**src/rtl/tt_pkg.sv**
```systemverilog
package tt_pkg;

   // Table geometry: the low signature bits select one entry.
   localparam int INDEX_BITS = 12;
   localparam int TABLE_DEPTH = 1 << INDEX_BITS;

   // Field widths.
   localparam int SIG_W = 64;
   localparam int VAL_W = 16;
   localparam int TAG_W = 8;
   localparam int LIM_W = 15;
   localparam int CMD_W = 2;
   localparam int CSR_IDX_W = 4;
   localparam int CSR_DAT_W = 16;
   localparam int REQ_DATA_W = 144;
   localparam int RSP_DATA_W = 40;

   // Request commands.
   localparam logic [CMD_W-1:0] CMD_LOOKUP = 2'd0;
   localparam logic [CMD_W-1:0] CMD_EXACT  = 2'd1;
   localparam logic [CMD_W-1:0] CMD_BOUND  = 2'd2;

   // Register indexes.
   localparam logic [CSR_IDX_W-1:0] CSR_BOUND_LIMIT   = 4'd0;
   localparam logic [CSR_IDX_W-1:0] CSR_WIN_THRESHOLD = 4'd1;

   localparam logic [LIM_W-1:0] LIMIT_RESET = 15'h7FFF;

   // One table entry, 120 bits.
   typedef struct packed {
      logic [SIG_W-1:0]        sig;
      logic signed [VAL_W-1:0] lo;
      logic signed [VAL_W-1:0] hi;
      logic [TAG_W-1:0]        depth;
      logic [TAG_W-1:0]        move;
      logic [TAG_W-1:0]        base;
   } entry_type;

   localparam int ENTRY_W = $bits(entry_type);

   // Controller commands to the datapath.
   typedef struct packed {
      logic accept;
      logic exec;
      logic clear;
   } ctrl_cmd_type;

   // Datapath status to the controller.
   typedef struct packed {
      logic is_lookup;
      logic out_room;
      logic clear_last;
   } ctrl_stat_type;

   // Controller states.
   typedef enum logic [2:0] {
      ST_CLEAR = 3'b001,
      ST_IDLE  = 3'b010,
      ST_EXEC  = 3'b100
   } state_type;

endpackage

```
**src/rtl/tt_ctrl.sv**
```systemverilog
module tt_ctrl (
   input  logic                  clock,
   input  logic                  reset,
   input  logic                  req_tvalid,
   output logic                  req_tready,
   input  tt_pkg::ctrl_stat_type stat,
   output tt_pkg::ctrl_cmd_type  cmd
);

   import tt_pkg::*;

   state_type state_ff;
   state_type state_in;

   // Sequencing: clear sweep after reset, then accept and execute one request at a time.
   always_comb begin
      state_in   = state_ff;
      req_tready = 1'b0;
      cmd        = '0;
      case (state_ff)
         ST_CLEAR: begin
            cmd.clear = 1'b1;
            if (stat.clear_last) begin
               state_in = ST_IDLE;
            end
         end
         ST_IDLE: begin
            req_tready = 1'b1;
            if (req_tvalid) begin
               cmd.accept = 1'b1;
               state_in   = ST_EXEC;
            end
         end
         ST_EXEC: begin
            // A lookup waits here until the response register has room.
            if (!stat.is_lookup || stat.out_room) begin
               cmd.exec = 1'b1;
               state_in = ST_IDLE;
            end
         end
         default: begin
            state_in = ST_CLEAR;
         end
      endcase
   end

   always_ff @(posedge clock) begin
      if (reset) begin
         state_ff <= ST_CLEAR;
      end else begin
         state_ff <= state_in;
      end
   end

endmodule

```
**config.mk**
```make
export PLATFORM = sky130hd
export DESIGN_NAME = tt_ctrl
export DESIGN_NICKNAME = d
export VERILOG_FILES = /design/src/rtl/tt_pkg.sv /design/src/rtl/tt_ctrl.sv
export SDC_FILE = /design/constraint.sdc
export NUM_CORES = 1
export LEC_CHECK = 0
export BUFFER_PORTS_ARGS = -buffer_cell sky130_fd_sc_hd__buf_2
export CAP_MARGIN = 10
export CORE_AREA = 2 2 39 41
export CTS_CLUSTER_DIAMETER = 200
export DETAILED_ROUTE_END_ITERATION = 10
export DIE_AREA = 0 0 41 43
export GPL_TIMING_DRIVEN = 0
export HOLD_SLACK_MARGIN = 0.1
export PLACE_DENSITY = 0.42
export SLEW_MARGIN = 5
export SYNTH_ARGS = -nofsm -noshare
export SYNTH_HDL_FRONTEND = slang
export SYNTH_SLANG_ARGS = --single-unit
```
**constraint.sdc**
```tcl
create_clock -name clock -period 2.9 [get_ports clock]
set_clock_uncertainty 0.1 [all_clocks]
set_input_delay 0.29 -clock clock [delete_from_list [all_inputs] [get_ports clock]]
set_output_delay 0.29 -clock clock [all_outputs]
set_load 0.1 [all_outputs]
```
* After elaboration in Yosys (flattened, before gate mapping)
Cells that the tools add are included.
** Word-level totals
- Register bits after elaboration :: 3
- Word-level logic and storage cells :: 20
- Input bits :: 6
- Output and inout port bits :: 4
** Operators by class
- Multiplexer cells :: 10
- Eq/ne operators :: 6
- Reductions and logical operators :: 3
** Operators by type and width (number)
- two-way mux 3 bit :: 3
- one-hot mux 3 bit (3 select lines) :: 1
- two-way mux 1 bit :: 6
- != test 2 bit, second input constant :: 3
- equality test 3 x 1 -> 1 bit, second input constant :: 1
- equality test 3 x 2 -> 1 bit, second input constant :: 1
- equality test 3 bit, second input constant :: 1
- AND reduction 3 bit :: 1
- logical NOT 1 bit :: 1
- logical OR 1 bit :: 1

* Longest topological paths before layout
Gate-level depths: netlist (run 1).
- Depth in word-level cells :: 4
- Gate-level depth with buffers :: 4
- Mapped depth without buffers :: 3

* Worst setup path after synthesis (run 1)
No wires, ideal clock.
- Path kind :: flip-flop to output port
- Start point :: register state_ff[2]
- End point :: output cmd[2] (netlist name)
- Path slack :: -39 ps
- Path buffers :: 0
- Arrival :: 2549 ps
- Data required time :: 2510 ps
- Cell stages (with the launch flop) :: 3
- Path through :: dfxtp_1 nand2b_1 nor3_1
** RTL lines
- start, declared :: RTL line tt_ctrl.sv:12 : state_type state_ff;
- start signal, assigned :: RTL line tt_ctrl.sv:51 : state_ff <= state_in;
- end, declared :: RTL line tt_ctrl.sv:7 : output tt_pkg::ctrl_cmd_type cmd

==> results.json, run 1 <==
{
  "status": "complete, no violations",
  "cts.repair.resized": 0,
  "synth_top_family_by_area": "simple AND/OR/NAND/NOR gates",
  "setup_violations": 0,
  "cts_tree": "done",
  "cts_max_path_buffers": 2,
  "clk_latency_ns": 0.23,
  "hold_class": "in -> reg",
  "io_pins": 10,
  "synth_nets": 28,
  "dr.pass1.iters": 2,
  "crit_end": "cmd[0]",
  "cts_inserted_buffers": 3,
  "final_area_sq_um": 285,
  "synth_cell_type_count": 16,
  "cts_setup_buffers": 0,
  "cp_max_fo": 8,
  "grt_max_degree": 9,
  "htreeDepth": 1,
  "p_sw_share_pct": 33.4,
  "synthMuxAreaShare_pct": 0,
  "cp-start-kind": "flop",
  "syn_to_final_growth_pct": 55.1,
  "antenna_cells": 0,
  "crit_path_end_kind": "output pin",
  "synth_fa_ha_area_share_pct": 0,
  "worst_pin_slew_ns": 0.485,
  "period_minus_slack_ns": 1.73,
  "ant_nets": 0,
  "layout.nets": 42,
  "required_ns": 2.51,
  "cap_viol_max_count": 0,
  "timing.final.hold_violations": 0,
  "die_height_um": 43,
  "wire_per_inst_um": 7.78,
  "placed_area_sq_um": 259,
  "ys_ff_latch": 3,
  "fmax_mhz": 577,
  "p_comb_share_pct": 27.8,
  "syn_inst": 22,
  "synth_xor_area_share_pct": 0,
  "ys_warn_count": 0,
  "synth_compound_area_share_pct": 22.4,
  "num_rows": 14,
  "clkTransAtPathRegs_ns": 0.04,
  "clkSinkCount": 3,
  "power_frac_seq_pct": 28.2,
  "io_buffer_count": 9,
  "top_regs": "state_ff (3)",
  "start_util_pct": 13.3,
  "drv_slew": 0,
  "overflow": 0,
  "coreArea_sq_mm": 0.00138,
  "grt_pass1_vias": 194,
  "criticalPathCategory": "reg -> out",
  "routed_wl_um": 397,
  "worstPathArrival_ns": 1.34,
  "largest_reg_flops": 3,
  "top_register": "state_ff",
  "antenna_found_initial": 0,
  "netlist_area_sq_um": 184,
  "rr_worst_depth": 3,
  "drive_gt1_share_pct": 48.6,
  "slew_headroom_pct": 67.9,
  "finalSetupTns_ns": 0,
  "drc": 0,
  "reg2reg_slack_ns": 1.78,
  "p_sw_uw": 54.5,
  "rsz0062_at_grt": "no",
  "gp_congestion": 0.614,
  "r2r-end": "state_ff[1]",
  "crit_path_start": "state_ff[0]",
  "r2r_start": "state_ff[1]",
  "period_share_pct": 59.7,
  "clockPowerShare_pct": 44.0,
  "ys_seq_area_share_pct": 32.7,
  "viasPerCell": 3.61,
  "dr.first_iter.drc_count": 1,
  "synthSimpleGateAreaFrac_pct": 38.1,
  "hold_buffers": 0,
  "synth.avg_cell_area_sq_um": 8.36,
  "ir_drop_mv": 0.175,
  "die-area_sq_mm": 0.00176,
  "power.internal_uw": 108,
  "n_fill_cell": 159,
  "power.leakage_uw": 0.000126,
  "dr_total_vias": 184,
  "fp.dieW_um": 41,
  "cts_root_buf": "clkbuf_4",
  "powerDensity_mw_per_mm2": 571,
  "grt.total_usage_pct": 6.02,
  "grt_pass1_wl_um": 676,
  "layout.cells.non_filler": 51,
  "place_inst": 47
}
power groups by stage:
stage | registers, uW | clock network [uW] | logic [uW]
3_5_place_dp | 46.5 | 0 | 45.7
5_1_grt | 46.0 | 81.4 | 48.9
4_1_cts | 45.8 | 77.5 | 45.8
2_1_floorplan | 46.1 | 0 | 37.0
6_report | 45.9 | 71.7 | 45.3
3_3_place_gp | 46.5 | 0 | 46.0
worst max-delay path, stage by stage (launching register included):
cell and delay [ns]:
dfxtp_1 0.29, buf_2 0.18, nor3b_2 0.19, buf_2 0.45
metrics by stage:
| step | utilization, % | hold slack (ns) | setup slack, ns | total power [uW] |
|---|---|---|---|---|
| floorplan | - | 0.261 | 0.662 | 83.1 |
| global placement | 18.7 | 0.399 | 1.39 | 92.5 |
| global route | 20.6 | 0.156 | 1.07 | 176 |
| CTS | 20.6 | 0.146 | 1.15 | 169 |
| finish | 20.6 | 0.156 | 1.17 | 163 |
| detailed placement | 18.7 | 0.397 | 1.39 | 92.2 |
layout make-up:
| type | instances | area, sq um | area share (%) |
|---|---|---|---|
| multi-input cells | 16 | 121 | 42.5 |
| flip-flops and latches | 3 | 60.1 | 21.1 |
| repair buffers | 9 | 45.0 | 15.8 |
| clock buffers | 4 | 26.3 | 9.21 |
| well taps | 16 | 20.0 | 7.02 |
| inverters | 2 | 7.51 | 2.63 |
| plain buffers | 1 | 5.00 | 1.75 |
Yosys cell counts, drive strengths merged:
| master | instances | share of area (%) |
|---|---|---|
| nor2 | 1 | 2.0 |
| and2 | 1 | 3.4 |
| or3b | 1 | 4.8 |
| o32a | 1 | 5.4 |
| nor3 | 3 | 11 |
| inv | 2 | 4.1 |
| nor3b | 1 | 6.8 |
| nand2b | 2 | 6.8 |
| a21oi | 2 | 5.4 |
| buf | 1 | 2.7 |
| dfxtp | 3 | 33 |
| o21a | 1 | 4.1 |
| nor2b | 1 | 3.4 |
| o21bai | 1 | 4.1 |
| o22ai | 1 | 3.4 |
metal layers:
metal | vias to the layer above | wire length (um) | share of wire [%] | global-route usage [%]
met1 | 75 | 177 | 45 | 6.09
met4 | 0 | 0 | 0 | 6.00
li1 | 102 | - | - | -
met5 | - | 0 | 0 | 0
met2 | 7 | 174 | 44 | 8.13
met3 | 0 | 45 | 11 | 3.14
layout by cell type (no fill, tap or decap):
cell type   n
buf_2      10
nor3_2      3
clkbuf_4    3
dfxtp_1     3
nand2b_1    2
inv_1       2
a21oi_1     2
nor2_1      1
nor3b_2     1
nor2b_1     1
o32a_1      1
o22ai_1     1
or3b_1      1
o21a_1      1
and2_1      1
o21bai_1    1
clkbuf_1    1
cells by family (layout without fill, tap and decap cells):
logic type / count (synthesis) / count (layout)
and+or+nand+nor: 10 / 10
AOI/OAI and AO/OA: 6 / 6
DFF: 3 / 3
buffers and inverters: 3 / 16
worst min path at each step:
stage           from           to  slack [ns]  cells after the start
2_1_floorplan  reset  state_ff[2]        0.26                      1
3_3_place_gp   reset  state_ff[2]        0.40                      2
3_5_place_dp   reset  state_ff[2]        0.40                      2
4_1_cts        reset  state_ff[2]        0.15                      2
5_1_grt        reset  state_ff[2]        0.16                      2
6_report       reset  state_ff[2]        0.16                      2
No activity file was read; power rests on OpenSTA's default activity.
==> inputs of run 2 (changes only) <==
==> constraint.sdc (replaced) <==
create_clock -name clock -period 1.6 [get_ports clock]
set_clock_uncertainty 0.1 [all_clocks]
set_input_delay 0.16 -clock clock [delete_from_list [all_inputs] [get_ports clock]]
set_output_delay 0.16 -clock clock [all_outputs]
set_load 0.1 [all_outputs]
==> results.json, run 2 (synthesized netlist as in run 1, its figures left out) <==
{
  "cts_inserted_buffers": 3,
  "slew_headroom_pct": 80.2,
  "die-area_sq_mm": 0.00176,
  "cap_viol_max_count": 0,
  "grt.total_usage_pct": 7.23,
  "powerDensity_mw_per_mm2": 937,
  "critPathMaxStageDelay_ns": 0.34,
  "coreArea_sq_mm": 0.00138,
  "worst_pin_slew_ns": 0.296,
  "cp-start-kind": "flop",
  "crit_buf_inv": 1,
  "place_worst_setup_slack_ns": 0.158,
  "grt.met1_usage_pct": 8.68,
  "power.leakage_uw": 0.000145,
  "period_share_pct": 95.1,
  "met2_usage_pct": 9.38,
  "critPathTopFamily": "simple AND/OR/NAND/NOR gates",
  "io_buffer_count": 9,
  "worstPathArrival_ns": 1.26,
  "placed_area_sq_um": 288,
  "area.sequential_sq_um": 61.3,
  "io_pins": 10,
  "hold_class": "in -> reg",
  "layout_common_cells": "buf_2 (5), clkbuf_4 (4)",
  "crit_path_top_delay_cell": "dfxtp_1",
  "htreeDepth": 1,
  "ir_drop_mv": 0.299,
  "clkSinkCount": 3,
  "status": "complete, no violations",
  "fin_util_pct": 24.4,
  "fmax_mhz": 657,
  "cts_max_path_buffers": 2,
  "viasPerCell": 3.90,
  "layout.nets": 43,
  "dr_total_vias": 203,
  "place_inst": 47,
  "syn_to_final_growth_pct": 83.7,
  "dr.first_iter.drc_count": 3,
  "cts_tree": "done",
  "start_util_pct": 13.3,
  "cp_max_fo": 4,
  "setup_ws_ns": 0.0789,
  "drive_gt1_share_pct": 52.8,
  "setup_violations": 0,
  "timing.final.hold_violations": 0,
  "cp_cell_sequence": "nand2b_1 -> nor3_4 -> buf_4",
  "busiest_layer": "met2",
  "drv_slew": 0,
  "fp.dieW_um": 41,
  "antenna_found_initial": 0,
  "hpwl_um": 401,
  "drc": 0,
  "ant_nets": 0,
  "grt_max_degree": 9,
  "wire_per_inst_um": 9.88,
  "die_height_um": 43,
  "gp_congestion": 0.606,
  "use_met3_pct": 1.57,
  "required_ns": 1.34,
  "overflow": 0,
  "antenna_cells": 0,
  "n_fill_cell": 155,
  "num_rows": 14,
  "clkTransAtPathRegs_ns": 0.04,
  "largest_reg_flops": 3,
  "final_common_cell": "buf_2",
  "routed_wl_um": 514,
  "top_regs": "state_ff (3)",
  "clk_latency_ns": 0.23,
  "crit_path_end_kind": "output pin",
  "grt_pass1_vias": 207,
  "period_minus_slack_ns": 1.52,
  "cts_setup_buffers": 0,
  "multi_input_area_sq_um": 143,
  "layout.cells.non_filler": 52,
  "final_area_sq_um": 338,
  "finalSetupTns_ns": 0,
  "dr.pass1.iters": 2,
  "top_register": "state_ff",
  "cts_root_buf": "clkbuf_4",
  "grt_pass1_wl_um": 821,
  "rsz0062_at_grt": "no",
  "criticalPathCategory": "reg -> out"
}
-- run 2: changes by cell type in the layout (fill, tap and decap cells not counted), moves of 2 or more --
cell,before,now
buf_4,0,2
buf_2,10,5
buf_6,0,2
nor3_2,3,1
nor3_4,0,2
-- run 2: stage by stage --
stage,hold slack (ns),power (uW)
after floorplan,0.131,163
after global placement,0.261,179
after detailed placement,0.264,181
after CTS,0.132,323
after global routing,0.162,334
final,0.136,316
-- run 2: metal layers --
layer / routed length (um) / part of all wire [%]
met3: 45 / 8.8
met4: 14 / 2.7
met2: 230 / 45
met1: 222 / 43
met5: 0 / 0
-- run 2: path summary, 6_finish.rpt --
kind / from / to / slack [ns] / cells after the start
setup / recovery: state_ff[1] / cmd[1] / 0.08 / 3
hold / removal: stat[0] / state_ff[0] / 0.14 / 3
setup reg to reg: state_ff[2] / state_ff[1] / 0.39 / 3
hold reg to reg: state_ff[0] / state_ff[2] / 0.45 / 2
-- run 2: layout make-up --
type,count,area share (%)
Inverter,2,2.22
Clock buffer,4,7.78
Sequential cell,3,18.1
Buffer,1,3.33
Multi-Input combinational cell,16,42.2
Tap cell,16,5.93
Timing Repair Buffer,10,20.4
-- run 2: where the power goes --
| group | switching (uW) | leakage [uW] | internal, uW |
|---|---|---|---|
| clock | 39.1 | 0.0000150 | 93.5 |
| combinational | 65.3 | 0.000106 | 33.4 |
| sequential | 4.73 | 0.0000243 | 80.5 |
| total | 109 | 0.000145 | 207 |
-- run 2: repair_timing --
item                                    in CTS  in global routing
hold endpoints to repair                     2                  0
resized for setup                            3                  2
endpoints found under the setup margin       3                  2
hold buffers                                 1                  0
-- run 2: worst min-delay path, delay by kind of cell --
family          cells  cell delay (ns)
compound gates      1             0.06
buf+inv             1             0.08
simple gates        1             0.12
